**config.mk**
```make
export PLATFORM = sky130hd
export DESIGN_NAME = byte_deque_with_search_top
export DESIGN_NICKNAME = d
export VERILOG_FILES = /design/src/rtl/core/bdq_pkg.sv /design/src/rtl/core/bdq_store.sv /design/src/rtl/core/byte_deque_with_search_top.sv
export SDC_FILE = /design/constraint.sdc
export NUM_CORES = 1
export LEC_CHECK = 0
export ABC_AREA = 1
export BUFFER_PORTS_ARGS = -buffer_cell sky130_fd_sc_hd__buf_2
export CORE_MARGIN = 5
export CORE_UTILIZATION = 59
export CTS_BUF_LIST = sky130_fd_sc_hd__clkbuf_8
export CTS_CLUSTER_DIAMETER = 50
export CTS_CLUSTER_SIZE = 30
export DETAILED_ROUTE_END_ITERATION = 8
export PLACE_DENSITY = 0.79
export REMOVE_ABC_BUFFERS = 1
export SYNTH_ARGS = -nofsm -noshare
export SYNTH_HDL_FRONTEND = slang
export SYNTH_SLANG_ARGS = --single-unit
export TNS_END_PERCENT = 20
```
**constraint.sdc**
```tcl
create_clock -name clk -period 3.2 [get_ports clk]
set_clock_uncertainty 0.15 [all_clocks]
set_input_delay 0 -clock clk [delete_from_list [all_inputs] [get_ports clk]]
set_output_delay 0 -clock clk [all_outputs]
set_load 0.005 [all_outputs]
```
**src/rtl/core/bdq_pkg.sv**
```systemverilog
// Shared constants, types and helpers for the byte deque with search.
package bdq_pkg;

  // Storage geometry.
  localparam int DEPTH = 64;
  localparam int PTR_W = (DEPTH > 1) ? $clog2(DEPTH) : 1;
  localparam int CNT_W = $clog2(DEPTH + 1);
  localparam int SUM_W = PTR_W + 1;

  // Field widths of the channels.
  localparam int MODE_W     = 3;
  localparam int VALUE_W    = 8;
  localparam int STATUS_W   = 2;
  localparam int POSITION_W = 6;
  localparam int COUNT_W    = 7;

  // Operation codes carried on the mode field.
  localparam logic [MODE_W-1:0] MODE_PUSH_FRONT = 3'd0;
  localparam logic [MODE_W-1:0] MODE_PUSH_BACK  = 3'd1;
  localparam logic [MODE_W-1:0] MODE_POP_FRONT  = 3'd2;
  localparam logic [MODE_W-1:0] MODE_POP_BACK   = 3'd3;
  localparam logic [MODE_W-1:0] MODE_SEARCH     = 3'd4;

  // Status codes reported with every result.
  localparam logic [STATUS_W-1:0] ST_OK    = 2'd0;
  localparam logic [STATUS_W-1:0] ST_EMPTY = 2'd1;
  localparam logic [STATUS_W-1:0] ST_FULL  = 2'd2;

  // Sequencer states.
  typedef enum logic [1:0] {
    S_IDLE,
    S_SEARCH,
    S_HOLD
  } state_t;

  // One write into the entry store.
  typedef struct packed {
    logic               en;
    logic [PTR_W-1:0]   addr;
    logic [VALUE_W-1:0] data;
  } wr_req_t;

  // One result beat.
  typedef struct packed {
    logic [STATUS_W-1:0]   status;
    logic                  found;
    logic [POSITION_W-1:0] position;
    logic [COUNT_W-1:0]    count;
  } result_t;

  // Fold a sum below 2*DEPTH back into the ring.
  function automatic logic [PTR_W-1:0] wrap_index(input logic [SUM_W-1:0] s);
    logic [SUM_W-1:0] folded;
    folded = (s >= SUM_W'(DEPTH)) ? (s - SUM_W'(DEPTH)) : s;
    return folded[PTR_W-1:0];
  endfunction

endpackage

```
**src/rtl/core/bdq_store.sv**
```systemverilog
// Entry store of the deque: one write port and one registered read port.
module bdq_store
  import bdq_pkg::*;
(
  input  logic               clk,
  input  wr_req_t            wr_req,
  input  logic [PTR_W-1:0]   rd_addr,
  output logic [VALUE_W-1:0] rd_data
);

  logic [VALUE_W-1:0] mem [DEPTH];
  logic [VALUE_W-1:0] rd_data_r;

  // Write port.
  always_ff @(posedge clk) begin
    if (wr_req.en) begin
      mem[wr_req.addr] <= wr_req.data;
    end
  end

  // Read port, data registered.
  always_ff @(posedge clk) begin
    rd_data_r <= mem[rd_addr];
  end

  assign rd_data = rd_data_r;

endmodule

```
**src/rtl/core/byte_deque_with_search_top.sv**
```systemverilog
// Top level of the byte deque with a front-to-back linear search.
//
//   channel | ports                                    | direction
//   --------+------------------------------------------+----------
//   input   | in_valid, in_ready, in_mode, in_value    | in
//   result  | out_valid, out_ready, out_status,        | out
//           | out_found, out_position, out_count       |
//
// Pushes and pops finish in the cycle of their input beat.
// A search walks from the front and ends at the first match or after the last
// entry; the walk reads the store one entry per cycle.
// Synchronous active-low reset empties the deque; the store is not cleared.
// A finished result waits in the output register; if that is still full,
// a second result parks internally and input is held off until it drains.
module byte_deque_with_search_top
  import bdq_pkg::*;
(
  input  logic                  clk,
  input  logic                  rst_n,
  input  logic                  in_valid,
  output logic                  in_ready,
  input  logic [MODE_W-1:0]     in_mode,
  input  logic [VALUE_W-1:0]    in_value,
  output logic                  out_valid,
  input  logic                  out_ready,
  output logic [STATUS_W-1:0]   out_status,
  output logic                  out_found,
  output logic [POSITION_W-1:0] out_position,
  output logic [COUNT_W-1:0]    out_count
);

  state_t             state_r, state_nxt;
  logic [PTR_W-1:0]   front_r, front_nxt;
  logic [CNT_W-1:0]   count_r, count_nxt;
  logic [VALUE_W-1:0] key_r, key_nxt;
  logic [CNT_W-1:0]   issue_idx_r, issue_idx_nxt;
  logic               cmp_vld_r, cmp_vld_nxt;
  logic [PTR_W-1:0]   cmp_idx_r, cmp_idx_nxt;
  logic               out_valid_r, out_valid_nxt;
  result_t            out_res_r, out_res_nxt;
  result_t            pend_r, pend_nxt;

  wr_req_t            wr_req;
  logic [PTR_W-1:0]   rd_addr;
  logic [VALUE_W-1:0] rd_data;

  logic               in_beat;
  logic               out_free;
  logic               res_vld;
  result_t            res;
  logic               issue;
  logic [PTR_W-1:0]   front_dec;

  bdq_store u_store (
    .clk     (clk),
    .wr_req  (wr_req),
    .rd_addr (rd_addr),
    .rd_data (rd_data)
  );

  assign in_ready  = (state_r == S_IDLE);
  assign in_beat   = in_valid && in_ready;
  assign out_free  = !out_valid_r || out_ready;
  assign issue     = (state_r == S_SEARCH) && (issue_idx_r < count_r);
  assign front_dec = (front_r == '0) ? PTR_W'(DEPTH - 1) : (front_r - 1'b1);
  assign rd_addr   = wrap_index(SUM_W'(front_r) + SUM_W'(issue_idx_r));

  // Sequencer: operations, search walk and result routing.
  always_comb begin
    state_nxt     = state_r;
    front_nxt     = front_r;
    count_nxt     = count_r;
    key_nxt       = key_r;
    issue_idx_nxt = issue_idx_r;
    cmp_vld_nxt   = 1'b0;
    cmp_idx_nxt   = cmp_idx_r;
    out_valid_nxt = out_valid_r && !out_ready;
    out_res_nxt   = out_res_r;
    pend_nxt      = pend_r;
    wr_req        = '{en: 1'b0, addr: front_r, data: in_value};
    res_vld       = 1'b0;
    res           = '{status: ST_OK, found: 1'b0, position: '0,
                      count: COUNT_W'(count_r)};

    case (state_r)
      S_IDLE: begin
        if (in_beat) begin
          case (in_mode)
            MODE_PUSH_FRONT: begin
              res_vld = 1'b1;
              if (count_r >= CNT_W'(DEPTH)) begin
                res.status = ST_FULL;
              end else begin
                front_nxt   = front_dec;
                wr_req.en   = 1'b1;
                wr_req.addr = front_dec;
                count_nxt   = count_r + 1'b1;
              end
            end
            MODE_PUSH_BACK: begin
              res_vld = 1'b1;
              if (count_r >= CNT_W'(DEPTH)) begin
                res.status = ST_FULL;
              end else begin
                wr_req.en   = 1'b1;
                wr_req.addr = wrap_index(SUM_W'(front_r) + SUM_W'(count_r));
                count_nxt   = count_r + 1'b1;
              end
            end
            MODE_POP_FRONT: begin
              res_vld = 1'b1;
              if (count_r == '0) begin
                res.status = ST_EMPTY;
              end else begin
                front_nxt = wrap_index(SUM_W'(front_r) + SUM_W'(1));
                count_nxt = count_r - 1'b1;
              end
            end
            MODE_POP_BACK: begin
              res_vld = 1'b1;
              if (count_r == '0) begin
                res.status = ST_EMPTY;
              end else begin
                count_nxt = count_r - 1'b1;
              end
            end
            MODE_SEARCH: begin
              if (count_r == '0) begin
                res_vld    = 1'b1;
                res.status = ST_EMPTY;
              end else begin
                key_nxt       = in_value;
                issue_idx_nxt = '0;
                state_nxt     = S_SEARCH;
              end
            end
            default: begin
              res_vld = 1'b1;
            end
          endcase
          res.count = COUNT_W'(count_nxt);
        end
      end
      S_SEARCH: begin
        // Issue one read per cycle; compare the entry read last cycle.
        if (issue) begin
          issue_idx_nxt = issue_idx_r + 1'b1;
          cmp_idx_nxt   = issue_idx_r[PTR_W-1:0];
        end
        if (cmp_vld_r && (rd_data == key_r)) begin
          res_vld      = 1'b1;
          res.found    = 1'b1;
          res.position = POSITION_W'(cmp_idx_r);
        end else if (cmp_vld_r && ((CNT_W'(cmp_idx_r) + 1'b1) == count_r)) begin
          res_vld = 1'b1;
        end else begin
          cmp_vld_nxt = issue;
        end
        if (res_vld) begin
          state_nxt = S_IDLE;
        end
      end
      S_HOLD: begin
        if (out_free) begin
          out_valid_nxt = 1'b1;
          out_res_nxt   = pend_r;
          state_nxt     = S_IDLE;
        end
      end
      default: begin
        state_nxt = S_IDLE;
      end
    endcase

    // Route a new result to the output register or park it.
    if (res_vld) begin
      if (out_free) begin
        out_valid_nxt = 1'b1;
        out_res_nxt   = res;
      end else begin
        pend_nxt  = res;
        state_nxt = S_HOLD;
      end
    end
  end

  // Control registers.
  always_ff @(posedge clk) begin
    if (!rst_n) begin
      state_r     <= S_IDLE;
      front_r     <= '0;
      count_r     <= '0;
      cmp_vld_r   <= 1'b0;
      out_valid_r <= 1'b0;
    end else begin
      state_r     <= state_nxt;
      front_r     <= front_nxt;
      count_r     <= count_nxt;
      cmp_vld_r   <= cmp_vld_nxt;
      out_valid_r <= out_valid_nxt;
    end
  end

  // Payload and walk registers.
  always_ff @(posedge clk) begin
    key_r       <= key_nxt;
    issue_idx_r <= issue_idx_nxt;
    cmp_idx_r   <= cmp_idx_nxt;
    out_res_r   <= out_res_nxt;
    pend_r      <= pend_nxt;
  end

  assign out_valid    = out_valid_r;
  assign out_status   = out_res_r.status;
  assign out_found    = out_res_r.found;
  assign out_position = out_res_r.position;
  assign out_count    = out_res_r.count;

  // The entry count never exceeds the store depth.
  a_count_bound: assert property (@(posedge clk) disable iff (!rst_n)
    count_r <= CNT_W'(DEPTH))
    else $error("entry count above depth");

  // The front pointer stays inside the ring.
  a_front_bound: assert property (@(posedge clk) disable iff (!rst_n)
    SUM_W'(front_r) < SUM_W'(DEPTH))
    else $error("front pointer out of range");

  // An accepted beat leaves either a result or a busy sequencer.
  a_beat_progress: assert property (@(posedge clk) disable iff (!rst_n)
    in_beat |=> (out_valid_r || (state_r != S_IDLE)))
    else $error("accepted beat produced nothing");

  // A compare only ever looks at a stored entry.
  a_cmp_in_range: assert property (@(posedge clk) disable iff (!rst_n)
    cmp_vld_r |-> ((state_r == S_SEARCH) && (CNT_W'(cmp_idx_r) < count_r)))
    else $error("compare outside stored entries");

  // The store is not written during a search walk.
  a_no_write_in_search: assert property (@(posedge clk) disable iff (!rst_n)
    (state_r == S_SEARCH) |-> !wr_req.en)
    else $error("store write during search");

endmodule
```
* Word-level counts from Yosys, hierarchy flattened
Memory sizes are Yosys's and may differ from the RTL's. A register that Yosys moved wholly into a read port is not among the register bits.
Index checks and enable logic that the tools add are counted.
** Cells by class
- Add/sub/neg operators :: 11
- $mul :: 0
- Div/mod/pow operators :: 0
- Magnitude comparators :: 5
- Eq/ne operators :: 14
- Shift-type cells :: 0
- Mux-type cells :: 54
- Bitwise logic cells :: 4
- Reduce and logical (&&, ||, !) cells :: 23
** Operators by type and width (number)
- $mux W7 :: 14
- $mux W16 :: 4
- $pmux W7 S2 :: 3
- $mux W6 :: 6
- $ge A7 B7 Y1 const B :: 4
- $sub A6 B1 Y6 const B :: 4
- $mux W2 :: 10
- $add A6 B1 Y7 const B :: 2
- $add A6 B7 Y7 :: 2
- $add A7 B1 Y7 const B :: 2
- $mux W1 :: 13
- $pmux W6 S2 :: 1
- $reduce_and A5 Y1 :: 2
- $eq A8 B8 Y1 :: 1
- $ne A2 B2 Y1 const B :: 4
- $eq A7 B7 Y1 :: 1
- $logic_not A7 Y1 :: 1
- $lt A7 B7 Y1 :: 1
- $sub A7 B1 Y7 const B :: 1
- $eq A3 B2 Y1 const B :: 2
- $logic_not A6 Y1 :: 1
- $pmux W2 S3 :: 1
- $logic_and A1 B1 Y1 :: 5
- $ne A2 B1 Y1 const B :: 2
- 17 further kinds :: 24
** Word-level totals
- Register bits after elaboration :: 70
- Bits in latches :: 0
- Memory bits (writable) :: 512
- Bits in read-only memories :: 0
- Input bits :: 15
- Output and inout bits :: 18
- Logic and storage cells :: 128
- Memories :: 1
** Memories
- u_store.mem :: depth 64, width 8, rd ports 1, clocked after memory_dff 1, write ports 1, line bdq_store.sv:11 : logic [VALUE_W-1:0] mem [DEPTH];

* Depth between registers and ports, before layout
Gate-level depths: netlist of the first run.
- Depth in word-level cells :: 10
- Gate-level depth with buffers :: 15
- Gate-level depth less buffers :: 14

* Hierarchy
From an unflattened synthesis of the first run, not the netlist that was laid out.
** Unflattened totals
- Cell total of the unflattened synthesis :: 2438
- Area, all modules :: 26128.8 µm²
** Modules (own cells, without submodules)
- bdq_store :: times used 1, cells an instance 1805, area an instance 21339.2 µm², sequential area each 15534.9 µm²
- byte_deque_with_search_top :: times used 1, cells an instance 633, area an instance 4789.6 µm², sequential area each 1771.7 µm²

* Worst setup path before layout of the first run
OpenSTA, ideal clock, no wires.
- Path kind :: register to register
- Start point :: register cmp_idx_r[0]
- End point :: register pend_r[0] in the netlist's numbering (enable)
- Library setup time :: 0.394 ns
- Arrival time :: 2.449 ns
- Data required time :: 2.656 ns
- Setup slack :: 0.207 ns
- Cell stages (with the launch flop) :: 14
- Period minus slack after synthesis :: 2.993 ns
- Cell sequence :: edfxtp_1 -> ha_1 -> nand2_1 -> inv_1 -> nand3_1 -> nand2_1 -> nand2_1 -> nand2_1 -> nor2_1 -> nand2_1 -> nand2_1 -> nand2_2 -> buf_2 -> a21oi_1
** On the way
- Longest elaborated chain between the ends :: 8
** Ends and longest elaborated chain
- start: declaration :: line byte_deque_with_search_top.sv:38 : logic [PTR_W-1:0] cmp_idx_r, cmp_idx_nxt;
- start signal: assignment :: line byte_deque_with_search_top.sv:208 : cmp_idx_r <= cmp_idx_nxt;
- $add A6 B1 Y7 :: line byte_deque_with_search_top.sv:154 : end else if (cmp_vld_r && ((CNT_W'(cmp_idx_r) + 1'b1) == count_r)) begin
- $eq A7 B7 Y1 :: line byte_deque_with_search_top.sv:154
- $logic_and A1 B1 Y1 :: line byte_deque_with_search_top.sv:154
- $mux W1 :: line byte_deque_with_search_top.sv:154
- $mux W1 :: line byte_deque_with_search_top.sv:150 : if (cmp_vld_r && (rd_data == key_r)) begin
- $mux W1 :: line byte_deque_with_search_top.sv:85 : case (state_r)
- $pmux W1 S2 :: line byte_deque_with_search_top.sv:85
- $reduce_and A2 Y1 (no line)
- end signal: assignment :: line byte_deque_with_search_top.sv:210 : pend_r <= pend_nxt;
- end: declaration :: line byte_deque_with_search_top.sv:41 : result_t pend_r, pend_nxt;
Every way passes these cells. The select of a mux whose other input is x is not followed.
A chain may end at the register's enable or synchronous reset.

* Worst setup path in the final report of the first run
- Start point :: register issue_idx_r[0]
- End point :: register u_store.rd_data_r[1], in the netlist u_store.rd_data[1] (read register of u_store.mem)
** On the way
- Longest elaborated chain between the ends :: 3
** Ends and longest elaborated chain
- start: declaration :: line byte_deque_with_search_top.sv:36 : logic [CNT_W-1:0] issue_idx_r, issue_idx_nxt;
- start signal: assignment :: line byte_deque_with_search_top.sv:207 : issue_idx_r <= issue_idx_nxt;
- $add A6 B7 Y7 * :: line byte_deque_with_search_top.sv:66 : assign rd_addr = wrap_index(SUM_W'(front_r) + SUM_W'(issue_idx_r));
- $sub A6 B1 Y6 or $ge A7 B7 Y1 (tied branches) :: line bdq_pkg.sv:54 : folded = (s >= SUM_W'(DEPTH)) ? (s - SUM_W'(DEPTH)) : s;
- $mux W6 * :: line bdq_pkg.sv:54
- end: declaration :: line bdq_store.sv:12 : logic [VALUE_W-1:0] rd_data_r;
Every way passes the cells marked *; elsewhere a longest branch is shown, timed or not.

==> results of run 1 <==
[final timing paths]
| check | from | end | slack [ps] |
|---|---|---|---|
| worst min-delay path | rst_n | out_valid | 120 |
| worst max-delay path | issue_idx_r[0] | u_store.rd_data[1] | 70 |
| worst min register to register | out_position[4] | out_position[4] | 410 |
| worst max register to register | issue_idx_r[0] | u_store.rd_data[1] | 70 |
[what timing repair did]
item	CTS	global route
cloned	1	3
gates resized for setup	1	16
pin swaps	0	4
setup buffers	0	4
hold buffers	16	0
endpoints found under the hold margin	361	0
setup endpoints to repair	4	16
[area by class of cell]
type                       count  area (sq um)  share of cell area [%]
clock buffer                  45           619                    2.17
clock inverter                33           397                    1.39
inverter                      86           335                    1.18
multi-input combinational   1509          7430                    26.1
sequential                   590         17300                    60.7
tap                          585           732                    2.57
timing repair buffer         199          1680                    5.88
[where the power goes]
part | total, mW | leakage [nW] | switching (mW) | internal (mW)
logic | 2.15 | 4.45 | 1.46 | 0.685
registers | 8.57 | 5.28 | 0.0682 | 8.50
clock network | 4.46 | 0.517 | 2.67 | 1.79
[registers in the layout, summed over array words and instances (netlist names)]
| signal | count |
|---|---|
| cmp_idx_r | 6 |
| cmp_vld_r | 1 |
| count_r | 7 |
| front_r | 6 |
| issue_idx_r | 7 |
| key_r | 8 |
| out_count | 7 |
| out_found | 1 |
| out_position | 6 |
| out_status | 2 |
| out_valid | 1 |
| pend_r | 16 |
| state_r | 2 |
| u_store.mem | 512 |
| u_store.rd_data | 8 |
[per-layer routing]
metal / vias up / track usage (%)
li1: 8363 / -
met1: 8900 / 37.9
met2: 1029 / 43.4
met3: 156 / 4.79
met4: 0 / 9.42
met5: - / 0
[cells in the mapped netlist (all sizes together)]
| master | count | area (sq um) |
|---|---|---|
| nand3 | 156 | 823 |
| nor4 | 2 | 12.5 |
| a31oi | 2 | 12.5 |
| a211oi | 1 | 7.51 |
| xor2 | 10 | 103 |
| o21bai | 2 | 15.0 |
| o211ai | 17 | 128 |
| and2 | 2 | 12.5 |
| o21ai | 344 | 1740 |
| clkinv | 4 | 16.3 |
| ha | 23 | 288 |
| o2111a | 1 | 11.3 |
| nand3b | 4 | 30.0 |
| nor3 | 5 | 30.0 |
| o22ai | 60 | 375 |
| buf | 60 | 310 |
| o21a | 1 | 7.51 |
| xnor2 | 12 | 113 |
| or2 | 1 | 6.26 |
| fa | 2 | 40.0 |
| mux2i | 2 | 20.0 |
| clkbuf | 58 | 219 |
| a21oi | 33 | 169 |
| inv | 82 | 310 |
| nand2 | 337 | 1330 |
| dfxtp | 41 | 821 |
| nor2 | 465 | 1800 |
| nand4 | 13 | 133 |
| edfxtp | 549 | 16500 |
| nor3b | 1 | 7.51 |
| mux2 | 13 | 146 |
[worst max-delay path, cell delays in order (launching register included)]
cell and delay [ps]:
edfxtp_1 440, ha_4 190, fa_4 910, buf_12 150, bufbuf_16 320, nor2_1 60
o21ai_0 100, o21ai_0 140, nand2_1 140, nand3_1 140, nand3_1 150, nand2_1 70
nand2_1 60, nand2_1 50
[logic make-up (layout without fill, tap and decap cells)]
group	count (synthesis)	after routing	share of synthesized area, %
simple gates	986	986	16.4
buf+inv	204	363	3.35
fa+ha+maj	25	25	1.28
xor+xnor	22	22	0.843
compound gates	461	461	9.66
mux	15	15	0.652
flops	590	590	67.8
==> out/qor.csv, run 1 <==
metric;value;unit
worst-path-max-fanout;27;
slew_viol_final;0;
grt_usage;27.0;%
syn_area_per_cell;11.1;sq um
diodes;0;
wl_met2;31300;um
clockBufferDepth;3;
pre_cts_slack;-97.8;ps
die_height;218;um
grt_first_pass_wirelength;100000;um
worst_setup_path_end_kind;register;
die-area;47500;sq um
placed_cell_area;27100;sq um
design.core.area;43000;sq um
drc;0;
utilization;66.3;%
grt_pass1_vias;18000;
reg2reg_depth;13;
clkLatencyLatePin;670;ps
antenna_found_initial;0;
mostFrequentLayoutCells;edfxtp_1 (549), nor2_1 (457), nand2_1 (318), o21ai_0 (299), nand3_1 (147);
ys_seq_elements;590;
hold_class;in2reg;
totalWireLength;65600;um
first_pass_iters;6;
ant_nets;0;
pin_count;33;
synthCells;2303;
cp.arrival;3550;ps
max_cap_viol_count;0;
rows;76;
start_util;59.4;%
final_layout_size_suffix_gt1_share;13.8;%
slew_headroom;26.1;%
htree_levels;2;
leakage;10.2;nW
path_clk_slew;130;ps
power_density;533;nW/um^2
hold_viol;0;
clock.fmax;320;MHz
grt_max_degree;153;
min_path_cells;4;
finalNetCount;2469;
syn2layout_area_growth;11.7;%
run_status;finished clean;
post-route-min-period;3130;ps
cts_tree;yes;
routedWlPerCell;21.5;um
cts_sinks;590;
layout.cells.non_filler;3047;
post-route-cell-area;28500;sq um
tns;0;ps
fillCellCount;3183;
fin_ws;71.8;ps
p_total;15.2;mW
hold_slack;117;ps
port_buffers;32;
place_inst;2946;
synth_area;25500;sq um
worstPathRequired;3620;ps
place.gp.congestion;0.930;
vias;18400;
yosys_warnings;0;
fin_crit_sh;97.8;%
mostFrequentLayoutCell;edfxtp_1;
highest_layer;met4;
grt_overflow_total;0;
ir_drop;0.309;mV
first_iter_violations;2510;
critPathLaunchType;register;
yosysSeqAreaShare;67.8;%
path_class;reg2reg;
via_per_inst;6.05;
cts_root_buffer;clkbuf_8;
m1WireLength;25400;um
cts_buffers;43;
dp_hpwl;40400;um
worstMarginPinSlew;1110;ps
finalSetupViolCount;0;
fp.dieW;218;um
ys_types;54;
met3_length;6710;um
Note: power is estimated with default switching activity, not from simulation.
==> run 2: changes to the inputs <==
--- a/config.mk
+++ b/config.mk
@@ -8,12 +8,12 @@
 export ABC_AREA = 1
 export BUFFER_PORTS_ARGS = -buffer_cell sky130_fd_sc_hd__buf_2
 export CORE_MARGIN = 5
-export CORE_UTILIZATION = 59
+export CORE_UTILIZATION = 60
 export CTS_BUF_LIST = sky130_fd_sc_hd__clkbuf_8
 export CTS_CLUSTER_DIAMETER = 50
 export CTS_CLUSTER_SIZE = 30
 export DETAILED_ROUTE_END_ITERATION = 8
-export PLACE_DENSITY = 0.79
+export PLACE_DENSITY = 0.77
 export REMOVE_ABC_BUFFERS = 1
 export SYNTH_ARGS = -nofsm -noshare
 export SYNTH_HDL_FRONTEND = slang
==> constraint.sdc (replaced) <==
create_clock -name clk -period 4 [get_ports clk]
set_clock_uncertainty 0.15 [all_clocks]
set_input_delay 0 -clock clk [delete_from_list [all_inputs] [get_ports clk]]
set_output_delay 0 -clock clk [all_outputs]
set_load 0.005 [all_outputs]
==> out/qor.csv, run 2 (same netlist as run 1, synthesis figures left out) <==
metric;value;unit;change
run_status;finished, violations left;;
violations;DRC;;
slew_viol_final;0;;unchanged
placed_cell_area;26300;sq um;-3.2%
largest_reg_flops;512;;unchanged
first_pass_iters;9;;+3
fp.dieW;216;um;-0.80%
worstPathRequired;4400;ps;+780 ps
place.gp.congestion;0.910;;-2.2%
dp_hpwl;38100;um;-5.6%
die-area;46800;sq um;-1.6%
regMostFlops;u_store.mem;;
pre_cts_slack;623;ps;+721 ps
post-route-cell-area;27600;sq um;-3.3%
routedWlPerCell;21.2;um;-1.3%
fillCellCount;3144;;-1.2%
place_inst;2802;;-4.9%
drc;3;;+3
totalWireLength;61700;um;-6.0%
design.core.area;42000;sq um;-2.2%
utilization;65.5;%;-0.77 points
clkLatencyLatePin;690;ps;+20 ps
finalSetupViolCount;0;;unchanged
grt_first_pass_wirelength;96300;um;-4.0%
path_class;reg2reg;;
via_per_inst;6.09;;+0.54%
rows;75;;-1.3%
cts_resized;0;;-1
finalNetCount;2369;;-4.1%
cts_sinks;590;;unchanged
worst-path-max-fanout;24;;-11%
reg2reg_depth;11;;-2
post-route-min-period;3500;ps;+370 ps
worstMarginPinSlew;1140;ps;+36.6 ps
grt_pass1_vias;17300;;-4.0%
mostFrequentLayoutCells;edfxtp_1 (549), nor2_1 (457), nand2_1 (318), o21ai_0 (302), nand3_1 (149);;
grt_usage;26.0;%;-1.0 points
r2r-end;u_store.rd_data[4];;
r2r_start;front_r[2];;
mostFrequentLayoutCell;edfxtp_1;;
start_util;60.7;%;+1.3 points
hold_class;in2reg;;
critPathLaunchType;register;;
clockBufferDepth;3;;unchanged
pin_count;33;;unchanged
rrSetupSlack;500;ps;+430 ps
power_density;438;nW/um^2;-18%
top_regs;u_store.mem: 512 flops, pend_r: 16 flops;;
vias;17700;;-4.2%
worstHoldStart;rst_n;;
hold_viol;0;;unchanged
worst_setup_path_end_kind;register;;
ir_drop;0.466;mV;+51%
cts_root_buffer;clkbuf_8;;
grt_max_degree;138;;-9.8%
layout.cells.non_filler;2902;;-4.8%
holdPathEnd;state_r[0];;
min_path_cells;3;;-1
rsz0062_at_grt;no;;
cts_buffers;45;;+4.7%
syn2layout_area_growth;7.94;%;
htree_levels;2;;unchanged
cts_post_setup_buffers_inserted;0;;unchanged
port_buffers;32;;unchanged
max_cap_viol_count;0;;unchanged
antenna_found_initial;1;;+1
ant_nets;0;;unchanged
fin_ws;502;ps;+430 ps
hold_slack;97.8;ps;-19.6 ps
clock.fmax;286;MHz;-11%
final_layout_size_suffix_gt1_share;9.70;%;-4.1 points
cp.arrival;3900;ps;+350 ps
path_clk_slew;130;ps;about the same
first_iter_violations;2304;;-8.2%
leakage;9.67;nW;-5.7%
grt_overflow_total;0;;unchanged
cts_tree;yes;;
fin_crit_sh;87.5;%;-10 points
die_height;216;um;-0.80%
slew_headroom;23.6;%;-2.5 points
[run 2: worst max-delay path by stage]
stage | start | to | slack, ps | cells past startpoint
2_1_floorplan | issue_idx_r[0] | u_store.rd_data[6] | -6160 | 10
3_3_place_gp | front_r[0] | u_store.mem[7][0] | 680 | 11
3_5_place_dp | issue_idx_r[0] | u_store.rd_data[3] | 620 | 11
4_1_cts | issue_idx_r[0] | u_store.rd_data[5] | 560 | 11
5_1_grt | count_r[1] | front_r[2] | 380 | 12
6_report | front_r[2] | u_store.rd_data[4] | 500 | 11
[run 2: report_power, final]
group / internal, mW / switching, mW / leakage, nW
Combinational: 0.457 / 1.09 / 3.85
Sequential: 6.80 / 0.0743 / 5.28
Clock: 1.34 / 2.32 / 0.545
[run 2: final cells by class]
cell class	count	area [sq um]	area share (%)
inverters	86	332	1.20
repair buffers	97	746	2.71
clock inverters	35	470	1.71
multi-input cells	1509	7400	26.9
well taps	539	674	2.45
flip-flops and latches	590	17300	62.8
clock buffers	45	619	2.25
diodes	1	2.50	0.00908
[run 2: worst max-delay path, cell delays in order (launching register included)]
cell and delay [ps]:
dfxtp_1 560, ha_1 380, a21oi_1 210, nand2_1 130, xor2_2 170, inv_1 820
buf_4 320, nand3_1 140, nand2_1 140, o21ai_1 110, nand2_1 150, nand2_1 80
[run 2: per-layer routing]
metal  global-route usage (%)  up-vias  wire, um
met1                     35.9     8507     24600
met5                        0        -         0
met2                     42.7      871     29700
met4                     9.12        0      2000
met3                     4.27      136      5440
li1                         -     8151         -
[run 2: timing repair]
item                                   in CTS  in global routing
hold buffers                               19                  0
endpoints found under the hold margin     371                  0
setup endpoints to repair                   0                  0
[run 2: through the flow]
step	power [mW]	TNS, ps
finish	12.1	0
global route	12.5	0
CTS	12.1	0
detailed placement	8.52	0
global placement	8.48	0
floorplan	7.94	-49040
